## src/hw/rtl/voice_release_tracker_defines.svh

```systemverilog
// Assertion macros shared by the voice release tracker RTL.
`ifndef VOICE_RELEASE_TRACKER_DEFINES_SVH
`define VOICE_RELEASE_TRACKER_DEFINES_SVH

// Same-cycle implication, sampled on clk, off while rst is high.
`define VRT_ASSERT_NOW(lbl, ante, cons) \
  lbl: assert property (@(posedge clk) disable iff (rst) (ante) |-> (cons)) \
    else $error("voice release tracker: same-cycle check failed");

// Next-cycle implication, sampled on clk, off while rst is high.
`define VRT_ASSERT_NEXT(lbl, ante, cons) \
  lbl: assert property (@(posedge clk) disable iff (rst) (ante) |=> (cons)) \
    else $error("voice release tracker: next-cycle check failed");

`endif

```

## src/hw/rtl/vrt_pkg.sv

```systemverilog
// Types, codes and the release duration table of the voice release tracker.
package vrt_pkg;

  localparam int VOICE_COUNT_DEF = 24;
  localparam int TIME_WIDTH_DEF  = 32;
  localparam int DUR_W           = 15;

  typedef enum logic [1:0] {
    ACT_NOTE_ON  = 2'd0,
    ACT_NOTE_OFF = 2'd1,
    ACT_TONE     = 2'd2,
    ACT_QUERY    = 2'd3
  } action_t;

  typedef enum logic [1:0] {
    PH_INACTIVE = 2'd0,
    PH_KEYON    = 2'd1,
    PH_RELEASE  = 2'd2
  } phase_t;

  typedef struct packed {
    action_t     action;
    logic [4:0]  voice;
    logic [3:0]  release_rate;
    logic        layout_matches;
    logic        voice_enabled;
    logic [31:0] now_ms;
  } req_t;

  typedef struct packed {
    logic [4:0]  served_voice;
    logic        note_active;
    phase_t      voice_phase;
    logic [31:0] deadline_ms;
    logic        accepted;
  } rsp_t;

  // Release length in ms for a rate; rate 0 has no finite release.
  function automatic logic [DUR_W-1:0] release_duration(input logic [3:0] rate);
    logic [DUR_W-1:0] dur;
    unique case (rate)
      4'd1:    dur = 15'd25600;
      4'd2:    dur = 15'd12800;
      4'd3:    dur = 15'd6400;
      4'd4:    dur = 15'd3200;
      4'd5:    dur = 15'd1600;
      4'd6:    dur = 15'd800;
      4'd7:    dur = 15'd400;
      4'd8:    dur = 15'd200;
      4'd9:    dur = 15'd100;
      4'd10:   dur = 15'd50;
      4'd11:   dur = 15'd25;
      4'd12:   dur = 15'd13;
      4'd13:   dur = 15'd7;
      4'd14:   dur = 15'd4;
      4'd15:   dur = 15'd2;
      default: dur = '0;
    endcase
    return dur;
  endfunction

endpackage

```

## src/hw/rtl/vrt_tables.sv

```systemverilog
// Per-voice phase, deadline and release rate registers with one read and one write port.
module vrt_tables #(
  parameter int VOICE_COUNT = vrt_pkg::VOICE_COUNT_DEF,
  parameter int TIME_WIDTH  = vrt_pkg::TIME_WIDTH_DEF,
  localparam int VIDX_W     = (VOICE_COUNT > 1) ? $clog2(VOICE_COUNT) : 1
) (
  input  logic                  clk,
  input  logic                  rst,
  input  logic [VIDX_W-1:0]     idx,
  output vrt_pkg::phase_t       rd_phase,
  output logic [TIME_WIDTH-1:0] rd_deadline,
  output logic [3:0]            rd_rate,
  input  logic                  wr_en,
  input  vrt_pkg::phase_t       wr_phase,
  input  logic [TIME_WIDTH-1:0] wr_deadline,
  input  logic [3:0]            wr_rate
);
  import vrt_pkg::*;

  phase_t                phase_tab    [VOICE_COUNT];
  logic [TIME_WIDTH-1:0] deadline_tab [VOICE_COUNT];
  logic [3:0]            rate_tab     [VOICE_COUNT];

  // Read the addressed voice
  assign rd_phase    = phase_tab[idx];
  assign rd_deadline = deadline_tab[idx];
  assign rd_rate     = rate_tab[idx];

  // Clear all voices on reset, write back the updated entry
  always_ff @(posedge clk) begin
    if (rst) begin
      for (int i = 0; i < VOICE_COUNT; i++) begin
        phase_tab[i]    <= PH_INACTIVE;
        deadline_tab[i] <= '0;
        rate_tab[i]     <= '0;
      end
    end else if (wr_en) begin
      phase_tab[idx]    <= wr_phase;
      deadline_tab[idx] <= wr_deadline;
      rate_tab[idx]     <= wr_rate;
    end
  end

endmodule

```

## src/hw/rtl/vrt_update.sv

```systemverilog
// Next voice entry and result for one request, from the stored entry.
module vrt_update #(
  parameter int VOICE_COUNT = vrt_pkg::VOICE_COUNT_DEF,
  parameter int TIME_WIDTH  = vrt_pkg::TIME_WIDTH_DEF
) (
  input  vrt_pkg::req_t         req,
  input  vrt_pkg::phase_t       rd_phase,
  input  logic [TIME_WIDTH-1:0] rd_deadline,
  input  logic [3:0]            rd_rate,
  output logic                  in_range,
  output vrt_pkg::phase_t       new_phase,
  output logic [TIME_WIDTH-1:0] new_deadline,
  output logic [3:0]            new_rate,
  output vrt_pkg::rsp_t         rsp
);
  import vrt_pkg::*;

  logic [TIME_WIDTH-1:0] now_t;
  logic [3:0]            calc_rate;
  logic [TIME_WIDTH:0]   sum;
  logic [TIME_WIDTH-1:0] calc_deadline;
  logic                  active;
  logic                  acc;

  assign in_range = 32'(req.voice) < 32'(VOICE_COUNT);
  assign now_t    = TIME_WIDTH'(req.now_ms);

  // Note off uses the stored rate, tone change the new one
  assign calc_rate = (req.action == ACT_NOTE_OFF) ? rd_rate : req.release_rate;
  assign sum = {1'b0, now_t} + (TIME_WIDTH + 1)'(release_duration(calc_rate));

  // Saturate on overflow; rate 0 keeps the endless deadline of zero
  always_comb begin
    if (calc_rate == 4'd0) begin
      calc_deadline = '0;
    end else if (sum[TIME_WIDTH]) begin
      calc_deadline = '1;
    end else begin
      calc_deadline = sum[TIME_WIDTH-1:0];
    end
  end

  // Apply the action to the stored entry
  always_comb begin
    new_phase    = rd_phase;
    new_deadline = rd_deadline;
    new_rate     = rd_rate;
    active       = 1'b0;
    acc          = 1'b1;
    unique case (req.action)
      ACT_NOTE_ON: begin
        new_phase    = PH_KEYON;
        new_deadline = '0;
      end
      ACT_NOTE_OFF: begin
        if (req.voice_enabled) begin
          new_phase    = PH_RELEASE;
          new_deadline = calc_deadline;
        end
      end
      ACT_TONE: begin
        if (!req.layout_matches) begin
          acc = 1'b0;
        end else begin
          if (rd_phase == PH_RELEASE && rd_rate != req.release_rate) begin
            new_deadline = calc_deadline;
          end
          new_rate = req.release_rate;
        end
      end
      ACT_QUERY: begin
        priority if (!req.voice_enabled) begin
          new_phase = PH_INACTIVE;
        end else if (rd_phase == PH_KEYON) begin
          active = 1'b1;
        end else if (rd_phase != PH_RELEASE) begin
          active = 1'b0;
        end else if (rd_deadline == '0) begin
          active = 1'b1;
        end else if (now_t >= rd_deadline) begin
          new_phase = PH_INACTIVE;
        end else begin
          active = 1'b1;
        end
      end
      default: begin
        acc = 1'b1;
      end
    endcase
  end

  // Build the result; an out-of-range voice echoes only its index
  always_comb begin
    rsp.served_voice = req.voice;
    if (in_range) begin
      rsp.note_active = active;
      rsp.voice_phase = new_phase;
      rsp.deadline_ms = 32'(new_deadline);
      rsp.accepted    = acc;
    end else begin
      rsp.note_active = 1'b0;
      rsp.voice_phase = PH_INACTIVE;
      rsp.deadline_ms = '0;
      rsp.accepted    = 1'b0;
    end
  end

endmodule

```

## src/hw/rtl/voice_release_tracker.sv

```systemverilog
// A request sits in the input register while its result is computed from the per-voice
// registers; the result is loaded into the result register when that register is free or
// being drained, and is held there until rsp_ready takes it.
// Throughput: one request per cycle while the result register is drained, set by the
// read-modify-write of the per-voice registers between the input and result registers.
// Reset (synchronous): all voices inactive, deadlines and rates zero, both stages empty.
`include "voice_release_tracker_defines.svh"

module voice_release_tracker #(
  parameter int VOICE_COUNT = vrt_pkg::VOICE_COUNT_DEF,
  parameter int TIME_WIDTH  = vrt_pkg::TIME_WIDTH_DEF
) (
  input  logic          clk,
  input  logic          rst,
  input  logic          req_valid,
  output logic          req_ready,
  input  vrt_pkg::req_t req,
  output logic          rsp_valid,
  input  logic          rsp_ready,
  output vrt_pkg::rsp_t rsp
);
  import vrt_pkg::*;

  localparam int VIDX_W = (VOICE_COUNT > 1) ? $clog2(VOICE_COUNT) : 1;

  req_t                  req_q;
  logic                  s1_valid;
  logic                  s1_adv;
  logic                  in_range;
  logic                  wr_en;
  phase_t                rd_phase;
  phase_t                new_phase;
  logic [TIME_WIDTH-1:0] rd_deadline;
  logic [TIME_WIDTH-1:0] new_deadline;
  logic [3:0]            rd_rate;
  logic [3:0]            new_rate;
  rsp_t                  rsp_next;
  logic                  rsp_out_of_range;
  logic                  rsp_no_deadline;
  logic                  rsp_refused;

  // Advance when the result register is free or being drained
  assign s1_adv    = !rsp_valid || rsp_ready;
  assign req_ready = !s1_valid || s1_adv;
  assign wr_en     = s1_valid && s1_adv && in_range;

  // Input register
  always_ff @(posedge clk) begin
    if (rst) begin
      s1_valid <= 1'b0;
    end else if (req_ready) begin
      s1_valid <= req_valid;
    end
  end

  always_ff @(posedge clk) begin
    if (req_valid && req_ready) begin
      req_q <= req;
    end
  end

  vrt_tables #(
    .VOICE_COUNT(VOICE_COUNT),
    .TIME_WIDTH (TIME_WIDTH)
  ) u_tables (
    .clk        (clk),
    .rst        (rst),
    .idx        (VIDX_W'(req_q.voice)),
    .rd_phase   (rd_phase),
    .rd_deadline(rd_deadline),
    .rd_rate    (rd_rate),
    .wr_en      (wr_en),
    .wr_phase   (new_phase),
    .wr_deadline(new_deadline),
    .wr_rate    (new_rate)
  );

  vrt_update #(
    .VOICE_COUNT(VOICE_COUNT),
    .TIME_WIDTH (TIME_WIDTH)
  ) u_update (
    .req         (req_q),
    .rd_phase    (rd_phase),
    .rd_deadline (rd_deadline),
    .rd_rate     (rd_rate),
    .in_range    (in_range),
    .new_phase   (new_phase),
    .new_deadline(new_deadline),
    .new_rate    (new_rate),
    .rsp         (rsp_next)
  );

  // Result register
  always_ff @(posedge clk) begin
    if (rst) begin
      rsp_valid <= 1'b0;
    end else if (s1_adv) begin
      rsp_valid <= s1_valid;
    end
  end

  always_ff @(posedge clk) begin
    if (s1_valid && s1_adv) begin
      rsp <= rsp_next;
    end
  end

  // Checks
  assign rsp_out_of_range = rsp_valid && 32'(rsp.served_voice) >= 32'(VOICE_COUNT);
  assign rsp_no_deadline  = rsp.deadline_ms == '0;
  assign rsp_refused      = !rsp.accepted && rsp.voice_phase == PH_INACTIVE && rsp_no_deadline;

  `VRT_ASSERT_NEXT(a_accept_fills_stage, req_valid && req_ready, s1_valid)
  `VRT_ASSERT_NOW(a_range_refused, rsp_out_of_range, rsp_refused)
  `VRT_ASSERT_NOW(a_active_not_idle, rsp_valid && rsp.note_active, rsp.voice_phase != PH_INACTIVE)
  `VRT_ASSERT_NOW(a_keyon_no_deadline, rsp_valid && rsp.voice_phase == PH_KEYON, rsp_no_deadline)

endmodule
```

## config.mk

```make
export PLATFORM = sky130hd
export DESIGN_NAME = voice_release_tracker
export DESIGN_NICKNAME = d
export VERILOG_FILES = /design/src/hw/rtl/vrt_pkg.sv /design/src/hw/rtl/vrt_tables.sv /design/src/hw/rtl/vrt_update.sv /design/src/hw/rtl/voice_release_tracker.sv
export VERILOG_INCLUDE_DIRS = /design/src /design/src/hw/rtl
export SDC_FILE = /design/constraint.sdc
export NUM_CORES = 2
export LEC_CHECK = 0
export BUFFER_PORTS_ARGS = -buffer_cell sky130_fd_sc_hd__buf_2
export CORE_ASPECT_RATIO = 1.2
export CORE_MARGIN = 3
export CORE_UTILIZATION = 40
export DETAILED_ROUTE_END_ITERATION = 6
export MAX_ROUTING_LAYER = met4
export SYNTH_ARGS = -nofsm -noshare
export SYNTH_HDL_FRONTEND = slang
export SYNTH_SLANG_ARGS = --single-unit
export TNS_END_PERCENT = 1
```

## constraint.sdc

```tcl
create_clock -name clk -period 10.71 [get_ports clk]
set_input_delay 1.6065 -clock clk [delete_from_list [all_inputs] [get_ports clk]]
set_output_delay 1.6065 -clock clk [all_outputs]
set_load 0.02 [all_outputs]
```

==> metrics.md <==
| Metric | Value |
|---|---|
| GPL Wtd Cong | `0.9691` |
| Nets | `4272` |
| Psw | `0.003298 W` |
| Residual overflow from global routing | `0` |
| Routed WL per cell | `29.30 µm` |
| Antenna Nets Post-Route | `0` |
| Slew at the pin with the worst max-slew slack | `1258 ps` |
| Worst path slowest cell | `a211oi_4` |
| Status | `complete, no violations` |
| Post-CTS Hold Fix Bufs | `0` |
| Die Ht | `429.3 µm` |
| Worst clock skew | `35.85 ps` |
| Initial drt markers | `4960` |
| Row count | `154` |
| Final period util | `0.7365` |
| Async SR Flop Fraction | `0` |
| Die W | `358.7 µm` |
| Area Growth Syn to Fin | `12.18%` |
| Highest clock rate | `126.8 MHz` |
| Synth Instances | `3876` |
| Yosys top cell by area | `edfxtp_1` |
| DRT Pass-1 Iters | `6` |
| Final TNS setup | `0 ps` |
| Root buffer cell | `clkbuf_16` |
| CTS Buf Count | `131` |
| Worst-path clk slew | `60 ps` |
| Antenna violations before repair | `8` |
| Synth cell types | `89` |
| Critical Path End Type | `flip-flop` |
| Register area share after synthesis | `0.6570` |
| Starting Density | `0.4046` |
| Post-synth EDFFs | `1302` |
| Final setup fails | `0` |
| Drt via density | `5.873` |
| Syn. warnings | `0` |
| Via count | `36570` |
| Min Tclk post-route | `7888 ps` |
| Worst EP required | `11180 ps` |
| Core area | `147600 µm²` |
| Met3 Resource Use GR | `0.04410` |
| Leak | `23.83 nW` |
| Bufs on Longest Clock Path | `3` |
| Post-CTS Setup Bufs | `0` |
| Maximum vdd drop | `0.1751 mV` |
| CP Max Fanout | `78` |
| Skew-Pair Late Insertion Delay | `790 ps` |
| Worst setup margin | `2822 ps` |
| Post-synthesis register bit count | `1309` |
| Power, Total | `0.01254 W` |
| Sw Ratio | `0.2630` |
| Post-layout util | `0.4539` |
| M1 GR Usage | `0.3059` |
| CP most frequent cell | `nor2_1` |
| Synth Cell Area | `59720 µm²` |
| Io pins | `92` |
| Drc violations | `0` |
| Largest net degree at the start of global routing | `131` |
| Number of clock sinks | `1309` |
| Critical Path AT | `8360 ps` |
| Critical path's largest stage delay | `950 ps` |
| Pre-CTS WS | `2745 ps` |
| Die area | `154000 µm²` |
| CTS tree | `done` |
| HPWL after detailed placement | `105800 µm` |
| PD cells | `187.2 nW/µm²` |
| Share of power burned in registers | `0.491` |
| Normalized max-slew margin | `0.1586` |
| Synth cell count leaders | `edfxtp_1, nor2_1, a21oi_1` |
| Final hold vios | `0` |
| Overall Global Routing Usage | `0.2436` |
| Comb pwr share | `0.141` |
| RSZ-0062 raised after global routing | `false` |
| Count leader, synth | `edfxtp_1` |
| Crit path kind | `flip-flop to flip-flop` |
| HP Class | `flip-flop to flip-flop` |
| First-pass GRT wire length | `260800 µm` |
| Area contributors post-synth | `edfxtp_1, mux4_2, nor2_1, a21oi_1, mux2i_1` |
| Int Power | `0.009244 W` |
| Number of global-route vias before repair | `36120` |
| Main synth FF type | `edfxtp_1` |
| I/O Buffers | `91` |
| Post-CTS sizing | `0` |
| DRT Wirelength | `182400 µm` |
| Critical-path cell list | `buf_12 > mux2_2 > o22ai_1 > a221oi_1 > o2bb2ai_1 > o31ai_2 > inv_1 > nor2_1 > nor2_1 > ha_1 > fa_1 > a21oi_1 > o2111a_1 > nor4bb_1 > o211a_1 > buf_4 > o21ai_0 > a2111oi_2 > a211oi_4 > inv_2` |
| Max Cap Viol | `0` |
| Final slew viol count | `0` |
| H-tree depth | `4` |
| Share of layout cells above drive strength 1 | `0.2166` |
| Most crowded layer after global routing | `met2` |
| Clock share of power | `0.368` |
| Grt met2 use | `0.3904` |
| Avg Inst Size Synth | `15.41 µm²` |
| Setup crit start kind | `flip-flop` |
| Top-area cell type share of the netlist area | `0.6546` |
logic make-up (layout without fill, tap and decap cells):
| kind of cell | after synthesis | count (layout) | synth area share |
|---|---|---|---|
| other cells | 1 | 306 | 0.00006279 |
| xor+xnor | 20 | 20 | 0.002933 |
| buf+inv | 397 | 493 | 0.03802 |
| fa+ha+maj | 54 | 54 | 0.01144 |
| mux | 482 | 482 | 0.1443 |
| compound gates | 588 | 588 | 0.07071 |
| flops | 1309 | 1309 | 0.6570 |
| simple gates | 1025 | 1025 | 0.07559 |
state kept, by name (all words and copies together) (netlist names), named ones only:
register / count
rsp: 41
s1_valid: 1
u_tables.phase_tab: 64
u_tables.deadline_tab: 1024
rsp_valid: 1
req_q: 45
u_tables.rate_tab: 128
power by group through the flow:
stage	sequential, W	clock [W]	combinational, W
global route	0.00619	0.00487	0.00188
detailed placement	0.00627	0	0.00175
global placement	0.00626	0	0.00175
finish	0.00616	0.00461	0.00177
floorplan	0.00620	0	0.00125
CTS	0.00616	0.00468	0.00176
final cells by class:
type,instances,area [µm²]
clock inverter,73,757.0
inverter,53,198.9
antenna,2,5.005
sequential,1309,39250
clock buffer,166,3483
fill,13020,80600
multi-input combinational,2473,19530
tap,1950,2440
timing repair buffer,201,1331
final timing paths:
kind	from	endpoint	slack, ps	cells after the start
hold / removal	s1_valid	rsp_valid	520	2
hold reg to reg	s1_valid	rsp_valid	520	2
setup reg to reg	flip-flop	u_tables.deadline_tab[25][14]	2820	20
setup / recovery	flip-flop	u_tables.deadline_tab[25][14]	2820	20
metrics by stage:
stage / hold slack, ps / instances / instance area (µm²)
6_report: 520.9 / 6227 / 67000
5_1_grt: 541.8 / 6227 / 67000
4_1_cts: 518.8 / 6225 / 66990
3_5_place_dp: 512.1 / 5986 / 62750
3_3_place_gp: 511.1 / 5986 / 62750
2_1_floorplan: 424.4 / 4179 / 60860
layout by cell type, fill, tap and decap left out, types with 23 or more instances in the layout:
cell,synthesis,layout
edfxtp_1,1302,1302
mux2i_1,152,150
mux2_2,29,29
clkbuf_1,158,31
nor3_1,41,40
nand2_2,2,23
a21oi_1,328,326
nand2b_2,0,24
clkinv_1,0,28
nor3b_1,25,25
inv_1,34,32
nor2_1,697,695
a21oi_2,39,41
clkbuf_16,0,134
conb_1,1,304
mux4_2,300,300
buf_2,57,91
nand2_1,86,65
ha_1,53,53
buf_4,43,106
routing by layer:
layer	share of wire	wire length, µm
met4	0.045	8280
met2	0.49	89030
met5	0	0
met1	0.38	69010
met3	0.088	16130
worst max-delay path, delay by kind of cell (launching register included):
kind                     cells  cell delay (ps)
AO/OA/AOI/OAI               10             3850
adder cells (fa/ha/maj)      2              670
buffers and inverters        4             1360
flip-flops                   1              870
multiplexers                 1              270
AND/OR/NAND/NOR              3              500
No activity file was read; power rests on OpenSTA's default activity.
